$ cat src/pcc_pkg.sv
// Package: shared types, constants and state codes for the clamped PID controller.
package pcc_pkg;

  localparam int unsigned DEV_W  = 16;
  localparam int unsigned TS_W   = 16;
  localparam int unsigned GAIN_W = 16;
  localparam int unsigned LIM_W  = 32;
  localparam int unsigned INT_W  = 48;
  localparam int unsigned MUL_AW = 17;
  localparam int unsigned MUL_BW = 33;
  localparam int unsigned ACC_W  = MUL_AW + MUL_BW;
  localparam int unsigned QUO_W  = 32;
  localparam int unsigned CFG_IW = 3;

  localparam logic signed [LIM_W-1:0] DRIVE_UPPER_RST = 32'sd5898240;
  localparam logic signed [LIM_W-1:0] SAT32_MAX = 32'sh7FFF_FFFF;
  localparam logic signed [LIM_W-1:0] SAT32_MIN = 32'sh8000_0000;
  localparam logic signed [INT_W-1:0] SAT48_MAX = 48'sh7FFF_FFFF_FFFF;
  localparam logic signed [INT_W-1:0] SAT48_MIN = 48'sh8000_0000_0000;

  typedef enum logic [CFG_IW-1:0] {
    CFG_GAIN_P      = 3'd0,
    CFG_GAIN_D      = 3'd1,
    CFG_GAIN_I      = 3'd2,
    CFG_DRIVE_UPPER = 3'd3,
    CFG_DRIVE_LOWER = 3'd4
  } cfg_idx_e;

  typedef enum logic [3:0] {
    S_IDLE,
    S_INTMUL,
    S_INTACC,
    S_PACC,
    S_IACC,
    S_DWAIT,
    S_DMUL,
    S_DACC,
    S_OUT
  } state_e;

  typedef struct packed {
    logic mul_en;
    logic acc_en;
    logic acc_clr;
  } mac_ctrl_t;

  typedef struct packed {
    logic busy;
    logic done;
  } div_stat_t;

endpackage

$ cat src/pcc_div.sv
// Restoring divider: 32-bit unsigned dividend by 16-bit divisor, one quotient bit per cycle.
module pcc_div import pcc_pkg::*; (
  input  logic               clk_i,
  input  logic               rst_ni,
  input  logic               start_i,
  input  logic [QUO_W-1:0]   dividend_i,
  input  logic [TS_W-1:0]    divisor_i,
  output div_stat_t          stat_o,
  output logic [QUO_W-1:0]   quotient_o
);

  logic                     busy_q, done_q;
  logic [$clog2(QUO_W)-1:0] cnt_q;
  logic [QUO_W-1:0]         quo_q;
  logic [TS_W-1:0]          rem_q;
  logic [TS_W-1:0]          dsr_q;
  logic [TS_W:0]            rem_sh;
  logic                     ge;
  logic [TS_W:0]            rem_diff;

  assign rem_sh   = {rem_q, quo_q[QUO_W-1]};
  assign ge       = rem_sh >= {1'b0, dsr_q};
  assign rem_diff = rem_sh - {1'b0, dsr_q};

  always_ff @(posedge clk_i or negedge rst_ni) begin
    if (!rst_ni) begin
      busy_q <= 1'b0;
      done_q <= 1'b0;
      cnt_q  <= '0;
    end else if (start_i) begin
      busy_q <= 1'b1;
      done_q <= 1'b0;
      cnt_q  <= '0;
    end else if (busy_q) begin
      cnt_q <= cnt_q + 1'b1;
      if (cnt_q == {$clog2(QUO_W){1'b1}}) begin
        busy_q <= 1'b0;
        done_q <= 1'b1;
      end
    end
  end

  always_ff @(posedge clk_i) begin
    if (start_i) begin
      quo_q <= dividend_i;
      rem_q <= '0;
      dsr_q <= divisor_i;
    end else if (busy_q) begin
      quo_q <= {quo_q[QUO_W-2:0], ge};
      rem_q <= ge ? rem_diff[TS_W-1:0] : rem_sh[TS_W-1:0];
    end
  end

  assign stat_o.busy = busy_q;
  assign stat_o.done = done_q;
  assign quotient_o  = quo_q;

endmodule

$ cat src/pcc_mac.sv
// Shared multiply-accumulate unit: registered 17x33 signed product and 50-bit accumulator.
module pcc_mac import pcc_pkg::*; (
  input  logic                     clk_i,
  input  mac_ctrl_t                ctrl_i,
  input  logic signed [MUL_AW-1:0] a_i,
  input  logic signed [MUL_BW-1:0] b_i,
  output logic signed [ACC_W-1:0]  prod_o,
  output logic signed [ACC_W-1:0]  acc_o
);

  logic signed [ACC_W-1:0] prod_q;
  logic signed [ACC_W-1:0] acc_q;

  always_ff @(posedge clk_i) begin
    if (ctrl_i.mul_en) begin
      prod_q <= a_i * b_i;
    end
    if (ctrl_i.acc_en) begin
      acc_q <= ctrl_i.acc_clr ? prod_q : acc_q + prod_q;
    end
  end

  assign prod_o = prod_q;
  assign acc_o  = acc_q;

endmodule

$ cat src/pid_controller_clamped.sv
// Top level: clamped PID controller, sequencer around a shared MAC unit and a serial divider.
// Steps: integral product, integral update, P and I accumulate, divider wait, D product and sum, output.
// A new item is taken only after the previous result has moved into the output register.
// A finished result waits in the output register while the next item is accepted.
// Reset: gains 0, upper limit 5898240, lower limit 0, deviation history and integral 0.
// No clearing pass; the block is ready right after reset.
module pid_controller_clamped import pcc_pkg::*; (
  input  logic                     clk_i,
  input  logic                     rst_ni,
  input  logic                     cfg_we_i,
  input  logic [CFG_IW-1:0]        cfg_idx_i,
  input  logic [LIM_W-1:0]         cfg_data_i,
  input  logic                     in_valid_i,
  output logic                     in_ready_o,
  input  logic signed [DEV_W-1:0]  deviation_i,
  input  logic [TS_W-1:0]          time_step_i,
  output logic                     out_valid_o,
  input  logic                     out_ready_i,
  output logic signed [LIM_W-1:0]  drive_o,
  output logic                     clamped_o
);

  state_e state_q, state_d;

  logic signed [GAIN_W-1:0] gain_p_q, gain_d_q, gain_i_q;
  logic signed [LIM_W-1:0]  drive_upper_q, drive_lower_q;
  logic signed [DEV_W-1:0]  last_q, dev_q;
  logic [TS_W-1:0]          ts_q;
  logic signed [INT_W-1:0]  integral_q;
  logic                     out_valid_q;
  logic signed [LIM_W-1:0]  drive_q;
  logic                     clamped_q;

  mac_ctrl_t                mac_ctrl;
  logic signed [MUL_AW-1:0] mul_a;
  logic signed [MUL_BW-1:0] mul_b;
  logic signed [ACC_W-1:0]  prod, acc;
  div_stat_t                div_stat;
  logic                     div_start;
  logic [QUO_W-1:0]         quo;

  logic                     in_take, int_we, out_load;

  logic signed [DEV_W:0]    diff;
  logic [DEV_W:0]           mag;
  logic signed [LIM_W-1:0]  deriv;
  logic signed [INT_W:0]    int_sum;
  logic signed [INT_W-1:0]  int_next;
  logic signed [LIM_W-1:0]  sat_drive;
  logic signed [LIM_W-1:0]  fin_drive;
  logic                     fin_clamped;

  pcc_mac u_mac (
    .clk_i  (clk_i),
    .ctrl_i (mac_ctrl),
    .a_i    (mul_a),
    .b_i    (mul_b),
    .prod_o (prod),
    .acc_o  (acc)
  );

  pcc_div u_div (
    .clk_i      (clk_i),
    .rst_ni     (rst_ni),
    .start_i    (div_start),
    .dividend_i ({mag[DEV_W-1:0], {(QUO_W-DEV_W){1'b0}}}),
    .divisor_i  (ts_q),
    .stat_o     (div_stat),
    .quotient_o (quo)
  );

  assign diff = {dev_q[DEV_W-1], dev_q} - {last_q[DEV_W-1], last_q};
  assign mag  = diff[DEV_W] ? (DEV_W+1)'(-diff) : diff;

  always_comb begin
    if (last_q == '0) begin
      deriv = '0;
    end else if (ts_q == '0) begin
      priority if (diff > 0) begin
        deriv = SAT32_MAX;
      end else if (diff < 0) begin
        deriv = SAT32_MIN;
      end else begin
        deriv = '0;
      end
    end else if (!diff[DEV_W]) begin
      deriv = quo[QUO_W-1] ? SAT32_MAX : $signed(quo);
    end else begin
      deriv = (quo > 32'h8000_0000) ? SAT32_MIN : $signed(QUO_W'(-quo));
    end
  end

  assign int_sum = {integral_q[INT_W-1], integral_q} + prod[INT_W:0];
  always_comb begin
    if (int_sum[INT_W] != int_sum[INT_W-1]) begin
      int_next = int_sum[INT_W] ? SAT48_MIN : SAT48_MAX;
    end else begin
      int_next = int_sum[INT_W-1:0];
    end
  end

  always_comb begin
    priority if (acc > ACC_W'(SAT32_MAX)) begin
      sat_drive = SAT32_MAX;
    end else if (acc < ACC_W'(SAT32_MIN)) begin
      sat_drive = SAT32_MIN;
    end else begin
      sat_drive = acc[LIM_W-1:0];
    end
    fin_clamped = 1'b1;
    priority if (sat_drive > drive_upper_q) begin
      fin_drive = drive_upper_q;
    end else if (sat_drive < drive_lower_q) begin
      fin_drive = drive_lower_q;
    end else begin
      fin_drive   = sat_drive;
      fin_clamped = 1'b0;
    end
  end

  always_ff @(posedge clk_i or negedge rst_ni) begin
    if (!rst_ni) begin
      state_q <= S_IDLE;
    end else begin
      state_q <= state_d;
    end
  end

  always_comb begin
    state_d    = state_q;
    in_ready_o = 1'b0;
    in_take    = 1'b0;
    int_we     = 1'b0;
    out_load   = 1'b0;
    div_start  = 1'b0;
    mac_ctrl   = '0;
    mul_a      = '0;
    mul_b      = '0;
    unique case (state_q)
      S_IDLE: begin
        in_ready_o = 1'b1;
        if (in_valid_i) begin
          in_take = 1'b1;
          state_d = S_INTMUL;
        end
      end
      S_INTMUL: begin
        mul_a           = {last_q[DEV_W-1], last_q} + {dev_q[DEV_W-1], dev_q};
        mul_b           = {{(MUL_BW-TS_W){1'b0}}, ts_q};
        mac_ctrl.mul_en = 1'b1;
        div_start       = 1'b1;
        state_d         = S_INTACC;
      end
      S_INTACC: begin
        int_we          = 1'b1;
        mul_a           = MUL_AW'(gain_p_q);
        mul_b           = MUL_BW'(dev_q);
        mac_ctrl.mul_en = 1'b1;
        state_d         = S_PACC;
      end
      S_PACC: begin
        mac_ctrl.acc_en  = 1'b1;
        mac_ctrl.acc_clr = 1'b1;
        mul_a            = MUL_AW'(gain_i_q);
        mul_b            = MUL_BW'($signed(integral_q[INT_W-1:INT_W-LIM_W]));
        mac_ctrl.mul_en  = 1'b1;
        state_d          = S_IACC;
      end
      S_IACC: begin
        mac_ctrl.acc_en = 1'b1;
        state_d         = S_DWAIT;
      end
      S_DWAIT: begin
        if (div_stat.done) begin
          state_d = S_DMUL;
        end
      end
      S_DMUL: begin
        mul_a           = MUL_AW'(gain_d_q);
        mul_b           = MUL_BW'(deriv);
        mac_ctrl.mul_en = 1'b1;
        state_d         = S_DACC;
      end
      S_DACC: begin
        mac_ctrl.acc_en = 1'b1;
        state_d         = S_OUT;
      end
      S_OUT: begin
        if (!out_valid_q || out_ready_i) begin
          out_load = 1'b1;
          state_d  = S_IDLE;
        end
      end
      default: state_d = S_IDLE;
    endcase
  end

  always_ff @(posedge clk_i or negedge rst_ni) begin
    if (!rst_ni) begin
      gain_p_q      <= '0;
      gain_d_q      <= '0;
      gain_i_q      <= '0;
      drive_upper_q <= DRIVE_UPPER_RST;
      drive_lower_q <= '0;
    end else if (cfg_we_i) begin
      unique case (cfg_idx_i)
        CFG_GAIN_P:      gain_p_q      <= cfg_data_i[GAIN_W-1:0];
        CFG_GAIN_D:      gain_d_q      <= cfg_data_i[GAIN_W-1:0];
        CFG_GAIN_I:      gain_i_q      <= cfg_data_i[GAIN_W-1:0];
        CFG_DRIVE_UPPER: drive_upper_q <= cfg_data_i;
        CFG_DRIVE_LOWER: drive_lower_q <= cfg_data_i;
        default: ;
      endcase
    end
  end

  always_ff @(posedge clk_i or negedge rst_ni) begin
    if (!rst_ni) begin
      last_q      <= '0;
      integral_q  <= '0;
      out_valid_q <= 1'b0;
    end else begin
      if (int_we) begin
        integral_q <= int_next;
      end
      if (out_load) begin
        last_q      <= dev_q;
        out_valid_q <= 1'b1;
      end else if (out_ready_i) begin
        out_valid_q <= 1'b0;
      end
    end
  end

  always_ff @(posedge clk_i) begin
    if (in_take) begin
      dev_q <= deviation_i;
      ts_q  <= time_step_i;
    end
    if (out_load) begin
      drive_q   <= fin_drive;
      clamped_q <= fin_clamped;
    end
  end

  assign out_valid_o = out_valid_q;
  assign drive_o     = drive_q;
  assign clamped_o   = clamped_q;

  a_busy_after_take: assert property (@(posedge clk_i) disable iff (!rst_ni)
    (in_valid_i && in_ready_o) |=> !in_ready_o)
    else $error("input accepted on the cycle after a transfer");

  a_div_not_idle: assert property (@(posedge clk_i) disable iff (!rst_ni)
    div_stat.busy |-> (state_q != S_IDLE))
    else $error("divider running while sequencer is idle");

  a_dmul_div_done: assert property (@(posedge clk_i) disable iff (!rst_ni)
    (state_q == S_DMUL) |-> (div_stat.done && !div_stat.busy))
    else $error("derivative used before division finished");

  a_out_loads: assert property (@(posedge clk_i) disable iff (!rst_ni)
    (state_q == S_OUT && !out_valid_q) |=> (out_valid_q && state_q == S_IDLE))
    else $error("finished result not loaded into free output register");

endmodule

$ cat config.mk
export PLATFORM = sky130hd
export DESIGN_NAME = pid_controller_clamped
export DESIGN_NICKNAME = d
export VERILOG_FILES = /design/src/pcc_pkg.sv /design/src/pcc_div.sv /design/src/pcc_mac.sv /design/src/pid_controller_clamped.sv
export SDC_FILE = /design/constraint.sdc
export NUM_CORES = 2
export LEC_CHECK = 0
export BUFFER_PORTS_ARGS = -buffer_cell sky130_fd_sc_hd__buf_2
export CORE_ASPECT_RATIO = 0.75
export CORE_MARGIN = 3
export CORE_UTILIZATION = 34
export CTS_CLUSTER_DIAMETER = 30
export DETAILED_ROUTE_END_ITERATION = 10
export PLACE_DENSITY_LB_ADDON = 0.1
export SETUP_SLACK_MARGIN = 0.4
export SLEW_MARGIN = 20
export SYNTH_ARGS = -nofsm -noshare
export SYNTH_HDL_FRONTEND = slang
export SYNTH_SLANG_ARGS = --single-unit
$ cat constraint.sdc
create_clock -name clk_i -period 12.7 [get_ports clk_i]
set_clock_uncertainty 0.05 [all_clocks]
set_input_delay 2.54 -clock clk_i [delete_from_list [all_inputs] [get_ports clk_i]]
set_output_delay 2.54 -clock clk_i [all_outputs]
set_load 0.01 [all_outputs]
==> insert_results.sql <==
INSERT INTO impl_metrics (metric_group, metric, value, unit) VALUES
('run_status', 'status', 'finished, final reports clean', ''),
('floorplanning', 'coreArea', '0.135', 'mm²'),
('hold_path', 'hold_path.class', 'reg -> reg', ''),
('floorplanning', 'die_w', '433', 'µm'),
('setup_path', 'critPathMaxFanout', '12', ''),
('global_route', 'first_global_vias', '37400', ''),
('synthesis', 'synth.yosys.seq_area_share', '24.2', '%'),
('synthesis', 'post_synth_inst_count', '5098', ''),
('global_route', 'top_usage_layer', 'met1', ''),
('detailed_routing', 'detail_route.vias_per_cell', '5.24', ''),
('synthesis', 'yosysWarningCount', '0', ''),
('floorplanning', 'num_rows', '116', ''),
('synthesis', 'ys.flop_type', 'edfxtp_1', ''),
('timing', 'rsz0062_at_grt', 'no', ''),
('detailed_routing', 'final_antenna_net_count', '0', ''),
('timing', 'timing.fmax', '84.7', 'MHz'),
('setup_path', 'setup.worst_path.start', 'dev_q[0]$_DFFE_PP_', ''),
('setup_path', 'worst_ep_required_time', '13060', 'ps'),
('setup_path', 'critical_path_depth', '37', ''),
('synthesis', 'post-synth-top-count-cell', 'inv_1', ''),
('global_route', 'globalRouteMet2Util', '32.3', '%'),
('synthesis', 'synthTopCellsByArea', 'fa_1, edfxtp_1, dfrtp_1', ''),
('setup_path', 'worst_r2r_endpoint', 'u_mac.prod_o[48]$_DFFE_PP_', ''),
('global_route', 'grt_start_max_net_pins', '71', ''),
('setup_path', 'worst-setup-path-type', 'reg -> reg', ''),
('synthesis', 'post_synth_edffs', '197', ''),
('setup_path', 'rr_startpoint', 'dev_q[0]$_DFFE_PP_', ''),
('global_route', 'gr-usage-met3', '4.02', '%'),
('setup_path', 'setup.reg_to_reg.worst_slack', '890', 'ps'),
('setup_path', 'worst-r2r-cell-count', '37', ''),
('clock_network', 'clk_transition_reported_paths', '50', 'ps'),
('synthesis', 'yosys.area.top_type', 'fa_1', ''),
('timing', 'totalNegativeSetupSlack', '0', 'ps'),
('detailed_routing', 'finalWirelength', '158000', 'µm'),
('job', 'max-cap-violations', '0', ''),
('detailed_routing', 'route.detailed.drc', '0', ''),
('clock_network', 'ctsRootBufferMaster', 'clkbuf_16', ''),
('detailed_routing', 'firstDrtPassIters', '6', ''),
('global_route', 'grt_antenna_before_repair', '4', ''),
('synthesis', 'syn_area', '0.0465', 'mm²'),
('placed_design', 'globalplace.congestion', '0.910', ''),
('setup_path', 'crit_path_start_kind', 'flip-flop', ''),
('floorplanning', 'design.portCount', '107', ''),
('clock_network', 'cts-buffers-inserted', '111', ''),
('synthesis', 'yosys.cell_types.count', '87', ''),
('setup_path', 'worst-endpoint-arrival', '12170', 'ps'),
('timing', 'finalCritPeriodShare', '93.0', '%'),
('global_route', 'global_route.overflow_total', '0', ''),
('synthesis', 'synth_seq_cells', '417', ''),
('synthesis', 'syn_area_per_cell', '9.13', 'µm²'),
('global_route', 'use_met1', '34.8', '%'),
('placed_design', 'dp.final_hpwl', '125000', 'µm'),
('detailed_routing', 'wl_per_cell', '22.4', 'µm'),
('timing', 'maxSlewViolCount', '0', ''),
('detailed_routing', 'routed-via-count', '37000', ''),
('timing', 'worst_slew_margin_rel', '22.1', '%'),
('setup_path', 'timing.critical_path.max_delay_family', 'adder cells', ''),
('final_layout', 'post_route_cells_drive_above_1_share', '10.4', '%'),
('setup_path', 'critical-path-top-cell-by-count', 'fa_1', ''),
('placed_design', 'port-buffer-count', '106', ''),
('timing', 'finalSetupViolations', '0', ''),
('synthesis', 'proportion_of_netlist_area_held_by_the_largest_area_contributor', '22.9', '%'),
('setup_path', 'critical_path.max_stage_delay', '680', 'ps'),
('clock_network', 'cts_tree', 'done', ''),
('floorplanning', 'initial_utilization', '34.6', '%'),
('setup_path', 'timing.critical_path.to', 'u_mac.prod_o[48]$_DFFE_PP_', ''),
('setup_path', 'library_cell_contributing_the_largest_single_delay_on_the_critical_path', 'a211oi_1', ''),
('synthesis', 'synth-async-reset-ratio', '45.1', '%'),
('setup_path', 'cp_num_buf_inv', '6', ''),
('final_layout', 'net_count_of_the_finished_layout', '6113', ''),
('clock_network', 'clock_sinks', '417', '');
## state kept, by name, indices dropped and copies added, names as in the netlist
name / flops
u_mac.acc_o: 50
clamped_o: 1
drive_upper_q: 32
u_div.cnt_q: 5
integral_q: 48
drive_lower_q: 32
drive_o: 32
u_div.rem_q: 16
u_div.dsr_q: 16
last_q: 16
out_valid_o: 1
gain_i_q: 16
ts_q: 16
u_div.quotient_o: 32
u_div.busy_q: 1
gain_p_q: 16
u_div.done_q: 1
state_q: 4
gain_d_q: 16
u_mac.prod_o: 50
dev_q: 16
## cells by family after synthesis
logic type,share of synthesized area (%)
compound gates,14.1
xor+xnor,3.65
fa+ha+maj,31.9
buf+inv,7.82
flops,24.2
mux,3.96
simple gates,14.4
## cells in the final DEF (no fill, tap or decap), drive strengths merged, types with 26 or more instances in the layout
cell type,instances
a211oi,42
a21o,113
a21oi,277
and2,30
buf,197
clkbuf,144
clkinv,41
dfrtp,184
dfxtp,32
edfxtp,197
fa,532
ha,328
inv,737
mux2,82
mux2i,92
nand2,457
nand2b,102
nand3,75
nand4,44
nor2,523
nor2b,44
nor3,62
o21a,36
o21ai,296
or2,26
xnor2,129
xor2,65
## worst reg2reg max path, delay by kind of cell (launching register included)
family                     cells  cell delay, ps
adders and majority gates      9            4040
AOI/OAI and AO/OA             11            3860
and+or+nand+nor                9            2150
buffers and inverters          6             660
DFF                            1             380
xor gates and xnor gates       2             330
## stage by stage
step           hold WS, ps  setup WS (ps)  std cells  utilization, %  cell area (µm²)
3_5_place_dp           410           1170       6838            36.6            49300
3_3_place_gp           403           1320       6837            36.6            49300
2_1_floorplan          391           2930       5098               -            46500
6_report               414            888       7050            39.6            53300
5_1_grt                452            441       7049            39.6            53300
4_1_cts                417           1120       7049            39.6            53300
## layer usage
metal  part of all wire [%]  wire length, µm
met3                    6.0             9540
met5                  0.013               20
met1                     51            80200
met4                    1.9             2950
met2                     41            65100
## repair_timing
| item | 4_1_cts | 5_1_grt |
|---|---|---|
| gates resized for setup | 0 | 1 |
| hold buffers | 0 | 0 |
| buffers inserted | 0 | 0 |
| setup endpoints to repair | 0 | 1 |
## worst min-delay path by stage
| stage | from | to | cells after the start | slack [ps] |
|---|---|---|---|---|
| floorplan | u_div.rem_q[15]$_SDFFE_PP0P_ | u_div.rem_q[15]$_SDFFE_PP0P_ | 2 | 390 |
| global placement | u_div.rem_q[15]$_SDFFE_PP0P_ | u_div.rem_q[15]$_SDFFE_PP0P_ | 2 | 400 |
| detailed placement | u_div.rem_q[15]$_SDFFE_PP0P_ | u_div.rem_q[15]$_SDFFE_PP0P_ | 2 | 410 |
| CTS | u_div.rem_q[15]$_SDFFE_PP0P_ | u_div.rem_q[15]$_SDFFE_PP0P_ | 2 | 420 |
| global route | u_div.rem_q[15]$_SDFFE_PP0P_ | u_div.rem_q[15]$_SDFFE_PP0P_ | 2 | 450 |
| finish | u_div.rem_q[15]$_SDFFE_PP0P_ | u_div.rem_q[15]$_SDFFE_PP0P_ | 2 | 410 |
## cell type report
class                           instances  area, µm²  share of cell area (%)
Multi-Input combinational cell       3719      31900                    59.8
Antenna cell                            1       2.50                 0.00469
Clock inverter                         67        960                    1.80
Tap cell                             1770       2210                    4.15
Clock buffer                          144       3020                    5.67
Timing Repair Buffer                  197       1220                    2.29
Inverter                              735       2760                    5.17
Sequential cell                       417      11300                    21.1
Power is left out: the tool's default activity adds up to more than one toggle a clock period on the data nets, which glitch-free logic cannot reach.
